<file path="src/hw/rtl/kect_pkg.sv">
// Shared types and constants for the keypad countdown timer.
package kect_pkg;

  localparam logic [4:0]  KEY_ENTER = 5'd16;
  localparam logic [4:0]  KEY_CLEAR = 5'd13;
  localparam logic [4:0]  KEY_DIGIT_MAX = 5'd9;
  localparam logic [11:0] TICKS_RESET = 12'd1000;
  localparam int          QUEUE_DEPTH = 2;

  typedef enum logic [1:0] {
    CMD_NONE,
    CMD_ENTER,
    CMD_CLEAR,
    CMD_DIGIT
  } cmd_kind_t;

  typedef struct packed {
    cmd_kind_t  kind;
    logic [3:0] digit;
  } cmd_t;

endpackage

</file>
<file path="src/hw/rtl/kect_front.sv">
// Front end: accepts poll words and classifies the key into a command.
module kect_front
  import kect_pkg::*;
(
  input  logic       s_tvalid,
  output logic       s_tready,
  input  logic [7:0] s_tdata,   // [4:0] key_code, [7:5] zero
  input  logic [0:0] s_tuser,   // [0] key_valid
  input  logic       q_full,
  output logic       q_push,
  output cmd_t       q_cmd
);

  logic [4:0] key;

  assign key      = s_tdata[4:0];
  assign s_tready = !q_full;
  assign q_push   = s_tvalid && !q_full;

  always_comb begin
    q_cmd.kind  = CMD_NONE;
    q_cmd.digit = key[3:0];
    if (s_tuser[0]) begin
      if (key == KEY_ENTER) begin
        q_cmd.kind = CMD_ENTER;
      end else if (key == KEY_CLEAR) begin
        q_cmd.kind = CMD_CLEAR;
      end else if (key != 5'd0 && key <= KEY_DIGIT_MAX) begin
        q_cmd.kind = CMD_DIGIT;
      end
    end
  end

endmodule

</file>
<file path="src/hw/rtl/kect_queue.sv">
// Short command queue between the front end and the execution back end.
module kect_queue
  import kect_pkg::*;
(
  input  logic clk,
  input  logic rst,
  input  logic push,
  input  cmd_t push_cmd,
  output logic full,
  input  logic pop,
  output logic nonempty,
  output cmd_t head
);

  localparam int PtrW = $clog2(QUEUE_DEPTH);
  localparam int CntW = $clog2(QUEUE_DEPTH + 1);
  localparam logic [CntW-1:0] DepthCnt = CntW'(QUEUE_DEPTH);

  cmd_t            entries [QUEUE_DEPTH];
  logic [PtrW-1:0] wr_ptr;
  logic [PtrW-1:0] rd_ptr;
  logic [CntW-1:0] count;
  logic            do_pop;

  assign full     = (count == DepthCnt);
  assign nonempty = (count != '0);
  assign head     = entries[rd_ptr];
  assign do_pop   = pop && nonempty;

  always_ff @(posedge clk) begin
    if (push) begin
      entries[wr_ptr] <= push_cmd;
    end
  end

  always_ff @(posedge clk) begin
    if (rst) begin
      wr_ptr <= '0;
      rd_ptr <= '0;
      count  <= '0;
    end else begin
      if (push) begin
        wr_ptr <= (wr_ptr == PtrW'(QUEUE_DEPTH - 1)) ? '0 : wr_ptr + 1'b1;
      end
      if (do_pop) begin
        rd_ptr <= (rd_ptr == PtrW'(QUEUE_DEPTH - 1)) ? '0 : rd_ptr + 1'b1;
      end
      if (push && !do_pop) begin
        count <= count + 1'b1;
      end else if (!push && do_pop) begin
        count <= count - 1'b1;
      end
    end
  end

  property p_no_overflow;
    @(posedge clk) disable iff (rst) full |-> !push;
  endproperty
  a_no_overflow: assert property (p_no_overflow)
    else $error("queue pushed while full");

endmodule

</file>
<file path="src/hw/rtl/kect_back.sv">
// Back end: carries out commands on the timer state and registers the result.
module kect_back
  import kect_pkg::*;
#(
  parameter int MAX_DIGITS = 4
) (
  input  logic        clk,
  input  logic        rst,
  input  logic        cfg_we,
  input  logic [11:0] cfg_data,
  input  logic        q_nonempty,
  input  cmd_t        q_head,
  output logic        q_pop,
  output logic        m_tvalid,
  input  logic        m_tready,
  output logic [31:0] m_tdata
);

  localparam logic [2:0] MaxCnt = 3'(MAX_DIGITS);

  logic [11:0] ticks_per_unit;
  logic        entry_mode, entry_mode_next;
  logic [13:0] entry_value, entry_value_next;
  logic [2:0]  digit_count, digit_count_next;
  logic [25:0] countdown, countdown_next;
  logic        led_active, led_active_next;

  logic        exec;
  logic [25:0] product;
  logic [17:0] shifted;
  logic [25:0] cd_load;
  logic        la_load;

  assign exec    = q_nonempty && (!m_tvalid || m_tready);
  assign q_pop   = exec;
  // widen both operands so the full 26-bit product is kept
  assign product = {12'd0, entry_value} * {14'd0, ticks_per_unit};
  assign shifted = {1'b0, entry_value, 3'b000} + {3'b000, entry_value, 1'b0}
                 + {14'd0, q_head.digit};

  always_comb begin
    entry_mode_next  = entry_mode;
    entry_value_next = entry_value;
    digit_count_next = digit_count;
    cd_load          = countdown;
    la_load          = led_active;
    case (q_head.kind)
      CMD_ENTER: begin
        if (!entry_mode) begin
          entry_mode_next = 1'b1;
        end else begin
          entry_mode_next  = 1'b0;
          entry_value_next = '0;
          digit_count_next = '0;
          if (entry_value != '0) begin
            cd_load = product;
            la_load = 1'b1;
          end else begin
            cd_load = '0;
          end
        end
      end
      CMD_CLEAR: begin
        if (!entry_mode) begin
          cd_load          = '0;
          entry_value_next = '0;
          digit_count_next = '0;
        end
      end
      CMD_DIGIT: begin
        if (entry_mode) begin
          if (digit_count >= MaxCnt) begin
            // restart the entry, dropping this digit
            entry_value_next = '0;
            digit_count_next = '0;
          end else begin
            entry_value_next = shifted[13:0];
            digit_count_next = digit_count + 1'b1;
          end
        end
      end
      default: begin
      end
    endcase
    countdown_next  = (la_load && cd_load != '0) ? cd_load - 1'b1 : cd_load;
    led_active_next = (countdown_next == '0) ? 1'b0 : la_load;
  end

  always_ff @(posedge clk) begin
    if (rst) begin
      ticks_per_unit <= TICKS_RESET;
    end else if (cfg_we) begin
      ticks_per_unit <= cfg_data;
    end
  end

  always_ff @(posedge clk) begin
    if (rst) begin
      entry_mode  <= 1'b0;
      entry_value <= '0;
      digit_count <= '0;
      countdown   <= '0;
      led_active  <= 1'b0;
      m_tvalid    <= 1'b0;
    end else begin
      if (exec) begin
        entry_mode  <= entry_mode_next;
        entry_value <= entry_value_next;
        digit_count <= digit_count_next;
        countdown   <= countdown_next;
        led_active  <= led_active_next;
        m_tvalid    <= 1'b1;
      end else if (m_tready) begin
        m_tvalid    <= 1'b0;
      end
    end
  end

  always_ff @(posedge clk) begin
    if (exec) begin
      m_tdata <= {1'b0, digit_count_next, entry_mode_next, countdown_next,
                  led_active_next};
    end
  end

  property p_count_needs_led;
    @(posedge clk) disable iff (rst) (countdown != '0) |-> led_active;
  endproperty
  a_count_needs_led: assert property (p_count_needs_led)
    else $error("countdown running with LED off");

  property p_digits_bounded;
    @(posedge clk) disable iff (rst) digit_count <= MaxCnt;
  endproperty
  a_digits_bounded: assert property (p_digits_bounded)
    else $error("digit count beyond limit");

  property p_idle_no_digits;
    @(posedge clk) disable iff (rst)
      (m_tvalid && !m_tdata[27]) |-> (m_tdata[30:28] == 3'd0);
  endproperty
  a_idle_no_digits: assert property (p_idle_no_digits)
    else $error("digits reported outside entry mode");

endmodule

</file>
<file path="src/hw/rtl/keypad_entered_countdown_timer.sv">
// Top level of the keypad-entered countdown timer.
//
// One poll word enters on the s_ channel per tick: s_tuser[0] flags a key
// press and s_tdata[4:0] carries the decoded key code. Keys 16 open and close
// digit entry, 1 to 9 append digits, 13 clears the countdown when idle.
// Each poll word yields exactly one result word on the m_ channel with the
// LED drive, the remaining ticks, the entry flag and the digit count.
// The cfg channel writes ticks_per_unit (12 bits); it is always ready.
//
// A poll word accepted on s_ is written into the queue, executed from the
// queue head by the back end and offered on m_ from its result register.
// Throughput is one word per cycle while m_tready does not stall the back end,
// which computes its state update (multiply, then decrement and zero test) combinationally.
// Reset clears the timer, the entry and the queue, and sets ticks_per_unit
// to 1000. When m_tready is low the result holds, the back end stops and the
// two-entry queue fills; s_tready drops only once the queue is full.
module keypad_entered_countdown_timer
  import kect_pkg::*;
#(
  parameter int MAX_DIGITS = 4
) (
  input  logic        clk,
  input  logic        rst,
  input  logic        s_tvalid,
  output logic        s_tready,
  input  logic [7:0]  s_tdata,   // [4:0] key_code, [7:5] zero
  input  logic [0:0]  s_tuser,   // [0] key_valid
  output logic        m_tvalid,
  input  logic        m_tready,
  output logic [31:0] m_tdata,   // [0] led_drive, [26:1] remaining_ticks,
                                 // [27] entering, [30:28] digits_entered,
                                 // [31] zero
  input  logic        cfg_valid,
  output logic        cfg_ready,
  input  logic [11:0] cfg_data   // [11:0] ticks_per_unit
);

  logic q_full;
  logic q_push;
  cmd_t q_cmd;
  logic q_pop;
  logic q_nonempty;
  cmd_t q_head;

  assign cfg_ready = 1'b1;

  kect_front u_front (
    .s_tvalid (s_tvalid),
    .s_tready (s_tready),
    .s_tdata  (s_tdata),
    .s_tuser  (s_tuser),
    .q_full   (q_full),
    .q_push   (q_push),
    .q_cmd    (q_cmd)
  );

  kect_queue u_queue (
    .clk      (clk),
    .rst      (rst),
    .push     (q_push),
    .push_cmd (q_cmd),
    .full     (q_full),
    .pop      (q_pop),
    .nonempty (q_nonempty),
    .head     (q_head)
  );

  kect_back #(
    .MAX_DIGITS (MAX_DIGITS)
  ) u_back (
    .clk        (clk),
    .rst        (rst),
    .cfg_we     (cfg_valid && cfg_ready),
    .cfg_data   (cfg_data),
    .q_nonempty (q_nonempty),
    .q_head     (q_head),
    .q_pop      (q_pop),
    .m_tvalid   (m_tvalid),
    .m_tready   (m_tready),
    .m_tdata    (m_tdata)
  );

endmodule

</file>
<file path="config.mk">
export PLATFORM = sky130hd
export DESIGN_NAME = keypad_entered_countdown_timer
export DESIGN_NICKNAME = d
export VERILOG_FILES = /design/src/hw/rtl/kect_pkg.sv /design/src/hw/rtl/kect_front.sv /design/src/hw/rtl/kect_queue.sv /design/src/hw/rtl/kect_back.sv /design/src/hw/rtl/keypad_entered_countdown_timer.sv
export SDC_FILE = /design/constraint.sdc
export NUM_CORES = 1
export LEC_CHECK = 0
export ABC_AREA = 0
export BUFFER_PORTS_ARGS = -buffer_cell sky130_fd_sc_hd__buf_4
export CAP_MARGIN = 10
export CORE_UTILIZATION = 25
export CTS_CLUSTER_DIAMETER = 60
export DETAILED_ROUTE_END_ITERATION = 8
export PLACE_DENSITY = 0.44
export SLEW_MARGIN = 40
export SYNTH_ARGS = -nofsm -noshare
export SYNTH_HDL_FRONTEND = slang
export SYNTH_HIERARCHICAL = 1
export SYNTH_SLANG_ARGS = --single-unit
</file>
<file path="constraint.sdc">
create_clock -name clk -period 12.2 [get_ports clk]
set_clock_uncertainty 0.2 [all_clocks]
set_input_delay 1.22 -clock clk [delete_from_list [all_inputs] [get_ports clk]]
set_output_delay 1.22 -clock clk [all_outputs]
set_load 0.005 [all_outputs]
</file>
==> results.yml <==
worst_setup_path:
  cp-start-kind: "flip-flop"
  crit-reg2reg-capture: "u_back/m_tdata[0]"
  r2r-start: "u_back/entry_value[8]"
  worstPathRequired_ps: 12100
  crit_slowest_cell: "dfxtp_1"
  cp_max_fo: 16
  critPathMostFrequentCell: "fa_1"
  r2r_slack_ps: 3500
  crit_type: "reg2reg"
  worstSetupStartpoint: "u_back/entry_value[8]"
  cp_top_family: "adder cells"
  worst_setup_path_end_kind: "flip-flop"
  crit_path_end: "u_back/m_tdata[0]"
  worstPathCellList: "nand2_1, fa_1, fa_1, inv_1, fa_1, fa_1, inv_1, fa_1, inv_1, ha_1, a21oi_1, o21ai_1, a21oi_1, o21ai_0, xor2_1, a2111o_1, or3_4, o31a_1, or3_1, a2111o_1, nor4_1, and4_1, nor2_1"
  crit_arrival_ps: 8600
  worst-path-stages: 23
  rr_worst_depth: 23
  max_stage_delay_ps: 890
  cp_num_buf_inv: 3
run_status:
  status: "finished clean"
drt:
  wl_met1_mm: 14.7
  wl_met2_mm: 14.3
  routed_wl_mm: 30.1
  via_per_inst: 4.59
  first_pass_iters: 5
  wl_per_cell_um: 15.5
  drtIter0Drc: 516
  ant_nets: 0
  drc: 0
  top_layer: "met4"
  met3WireLength_um: 709
  vias: 8917
synthesis:
  synth_edf_count: 43
  synth-xor-area-share_pct: 3.49
  synth_seq_cells: 106
  synth_cell_types: 80
  syn_avg_cell_area_um2: 8.71
  synth_top_area_share_pct: 21.1
  yosys.area_share.adder_pct: 31.4
  synthMuxAreaShare_pct: 1.71
  ys_dominant_reg_cell: "dfxtp_1"
  syn_nets: 1570
  ys_async_sr_fraction_pct: 0
  synthCells: 1327
  ys_top_cells_by_area: "fa_1, edfxtp_1, dfxtp_1, ha_1, nand2_1"
  ys_seq_area_share_pct: 22.1
  syn-cell-area_mm2: 0.0116
  yosys_warnings: 6
  synthSimpleGateAreaFrac_pct: 19.1
  synth_top_cell_by_area: "fa_1"
  synth_compound_area_share_pct: 13.9
  synth_top_family_by_area: "adder cells"
floorplanning:
  die_area_mm2: 0.0471
  pin_count: 61
  start_util_pct: 25.4
  die_height_um: 217
  rows: 78
  core_area_mm2: 0.0455
  die_width_um: 217
placed_design:
  port_buffers: 55
  gp_congestion: 0.797
  dpl.hpwl_mm: 22.7
  placed_area_mm2: 0.0125
clock_tree:
  cts.repair.resized: 0
  clockRootBuffer: "clkbuf_16"
  clk_latency_ps: 390
  cts_max_path_buffers: 2
  cts_buffers: 9
  ctsHoldBuffers: 0
  clk_pin_slew_ps: 90
  cts_tree: "built"
  cts_htree_levels: 3
  clock-sinks: 106
  cts_setup_buffers: 0
global_routing:
  grt_use_total_pct: 13.4
  grt_max_degree: 67
  antenna_found_initial: 0
  grt_pass1_vias: 9255
  grt_pass1_wl_mm: 50.4
  grt.overflow.total: 0
final_layout:
  design_area_mm2: 0.0128
  finish.utilization_pct: 28.1
  fillers: 4957
  area_delta_synth_final_pct: 10.7
  drive_above_1_share_pct: 8.05
  diodes: 0
  num-nets-final: 1579
hold_path:
  holdPathStages: 2
  min-delay-start: "u_back/countdown[19]"
  holdCritPathClass: "reg2reg"
timing:
  worstMarginPinSlew_ps: 871
  finalHoldViolations: 0
  maxSlewHeadroom_pct: 41.8
  rsz0062_at_grt: "false"
  drv_slew: 0
  fmax_ghz: 0.115
  fin_crit_sh_pct: 71.3
  hold_slack_ps: 262
  setup_violations: 0
  setup_tns_ps: 0
  fin_crit_ps: 8700
pwr:
  peakVddDrop_v: 0.000100
  powerDensity_mw_per_mm2: 104
  leakage_nw: 5.82
  p_total_mw: 1.32
run:
  maxCapViolCount: 0
worst reg2reg max path, stage by stage (launching register included):
cell and delay [ps]:
dfxtp_1 890, nand2_1 190, fa_1 530, fa_1 510
inv_1 50, fa_1 460, fa_1 550, inv_1 60
fa_1 530, inv_1 40, ha_1 390, a21oi_1 250
o21ai_1 170, a21oi_1 270, o21ai_0 170, xor2_1 200
a2111o_1 460, or3_4 450, o31a_1 510, or3_1 420
a2111o_1 420, nor4_1 310, and4_1 290, nor2_1 70
how the worst min path moves through the flow:
stage,to
2_1_floorplan,u_back/countdown[7]
3_3_place_gp,u_back/countdown[19]
3_5_place_dp,u_back/countdown[19]
4_1_cts,u_back/countdown[19]
5_1_grt,u_back/countdown[4]
6_report,u_back/countdown[19]
sequential cells by signal (all words and copies together) (netlist names), named ones only:
register               cells
u_back/m_tdata            31
u_back/entry_mode          1
u_queue/wr_ptr             1
u_back/ticks_per_unit     12
u_back/m_tvalid            1
u_back/countdown          26
u_back/entry_value        14
u_back/led_active          1
u_back/digit_count         3
u_queue/entries           12
u_queue/count              2
u_queue/rd_ptr             1
cells by family (layout without fill, tap and decap cells):
family | count (synthesis) | count (layout)
adders and majority gates | 217 | 217
and+or+nand+nor | 459 | 459
AOI/OAI and AO/OA | 234 | 234
DFF | 106 | 106
muxes | 19 | 19
other | 2 | 2
buffers and inverters | 244 | 258
xor gates and xnor gates | 46 | 46
per-stage QoR:
stage | setup WS [ps] | std cells
2_1_floorplan | 4780 | 1327
3_3_place_gp | 3490 | 1925
3_5_place_dp | 3550 | 1925
4_1_cts | 3510 | 1941
5_1_grt | 3040 | 1941
6_report | 3500 | 1941
metal layers:
layer	global-route usage [%]	up-vias
li1	-	4409
met5	0	-
met2	22.6	112
met3	1.77	21
met4	3.31	0
met1	18.2	4375
synth_stat cells (31+ instances only):
library cell,number
nor2_1,73
a21oi_1,71
inv_1,180
and2_1,63
edfxtp_1,43
ha_1,95
clkbuf_1,45
dfxtp_1,63
fa_1,122
o21ai_0,31
nand2_1,212
report_power, final:
part / leakage (nW) / total [mW] / internal (mW) / switching (mW)
logic: 4.75 / 0.516 / 0.193 / 0.324
clock network: 0.129 / 0.294 / 0.140 / 0.154
registers: 0.931 / 0.515 / 0.457 / 0.0575
total: 5.82 / 1.32 / 0.790 / 0.535
layout by cell type (no fill, tap or decap), types with 5 or more instances in the layout:
master	n
edfxtp_1	43
nand3_1	14
nor2b_1	15
mux2_2	6
o21bai_1	10
a22o_1	5
nor4_1	10
nand2_1	212
or3_1	5
mux2i_1	13
buf_4	61
o21ai_0	31
a21oi_1	71
ha_1	95
o21ai_1	8
a21o_1	10
dfxtp_1	63
a31oi_1	5
nand2b_1	6
xnor2_1	23
fa_1	122
nor2_1	73
a211oi_1	7
clkbuf_16	9
a22oi_1	23
o21a_1	8
and3_1	11
and2_1	63
a211o_1	6
inv_1	180
nor3_1	20
xor2_1	23
final cells by class:
type,instances,area [um2],area share (%)
multi-input cells,977,8070,63.1
clock inverters,7,51.3,0.401
well taps,600,751,5.87
inverters,181,679,5.31
clock buffers,9,225,1.76
flip-flops and latches,106,2550,20.0
repair buffers,61,458,3.58
(Power assumes the default switching activity.)
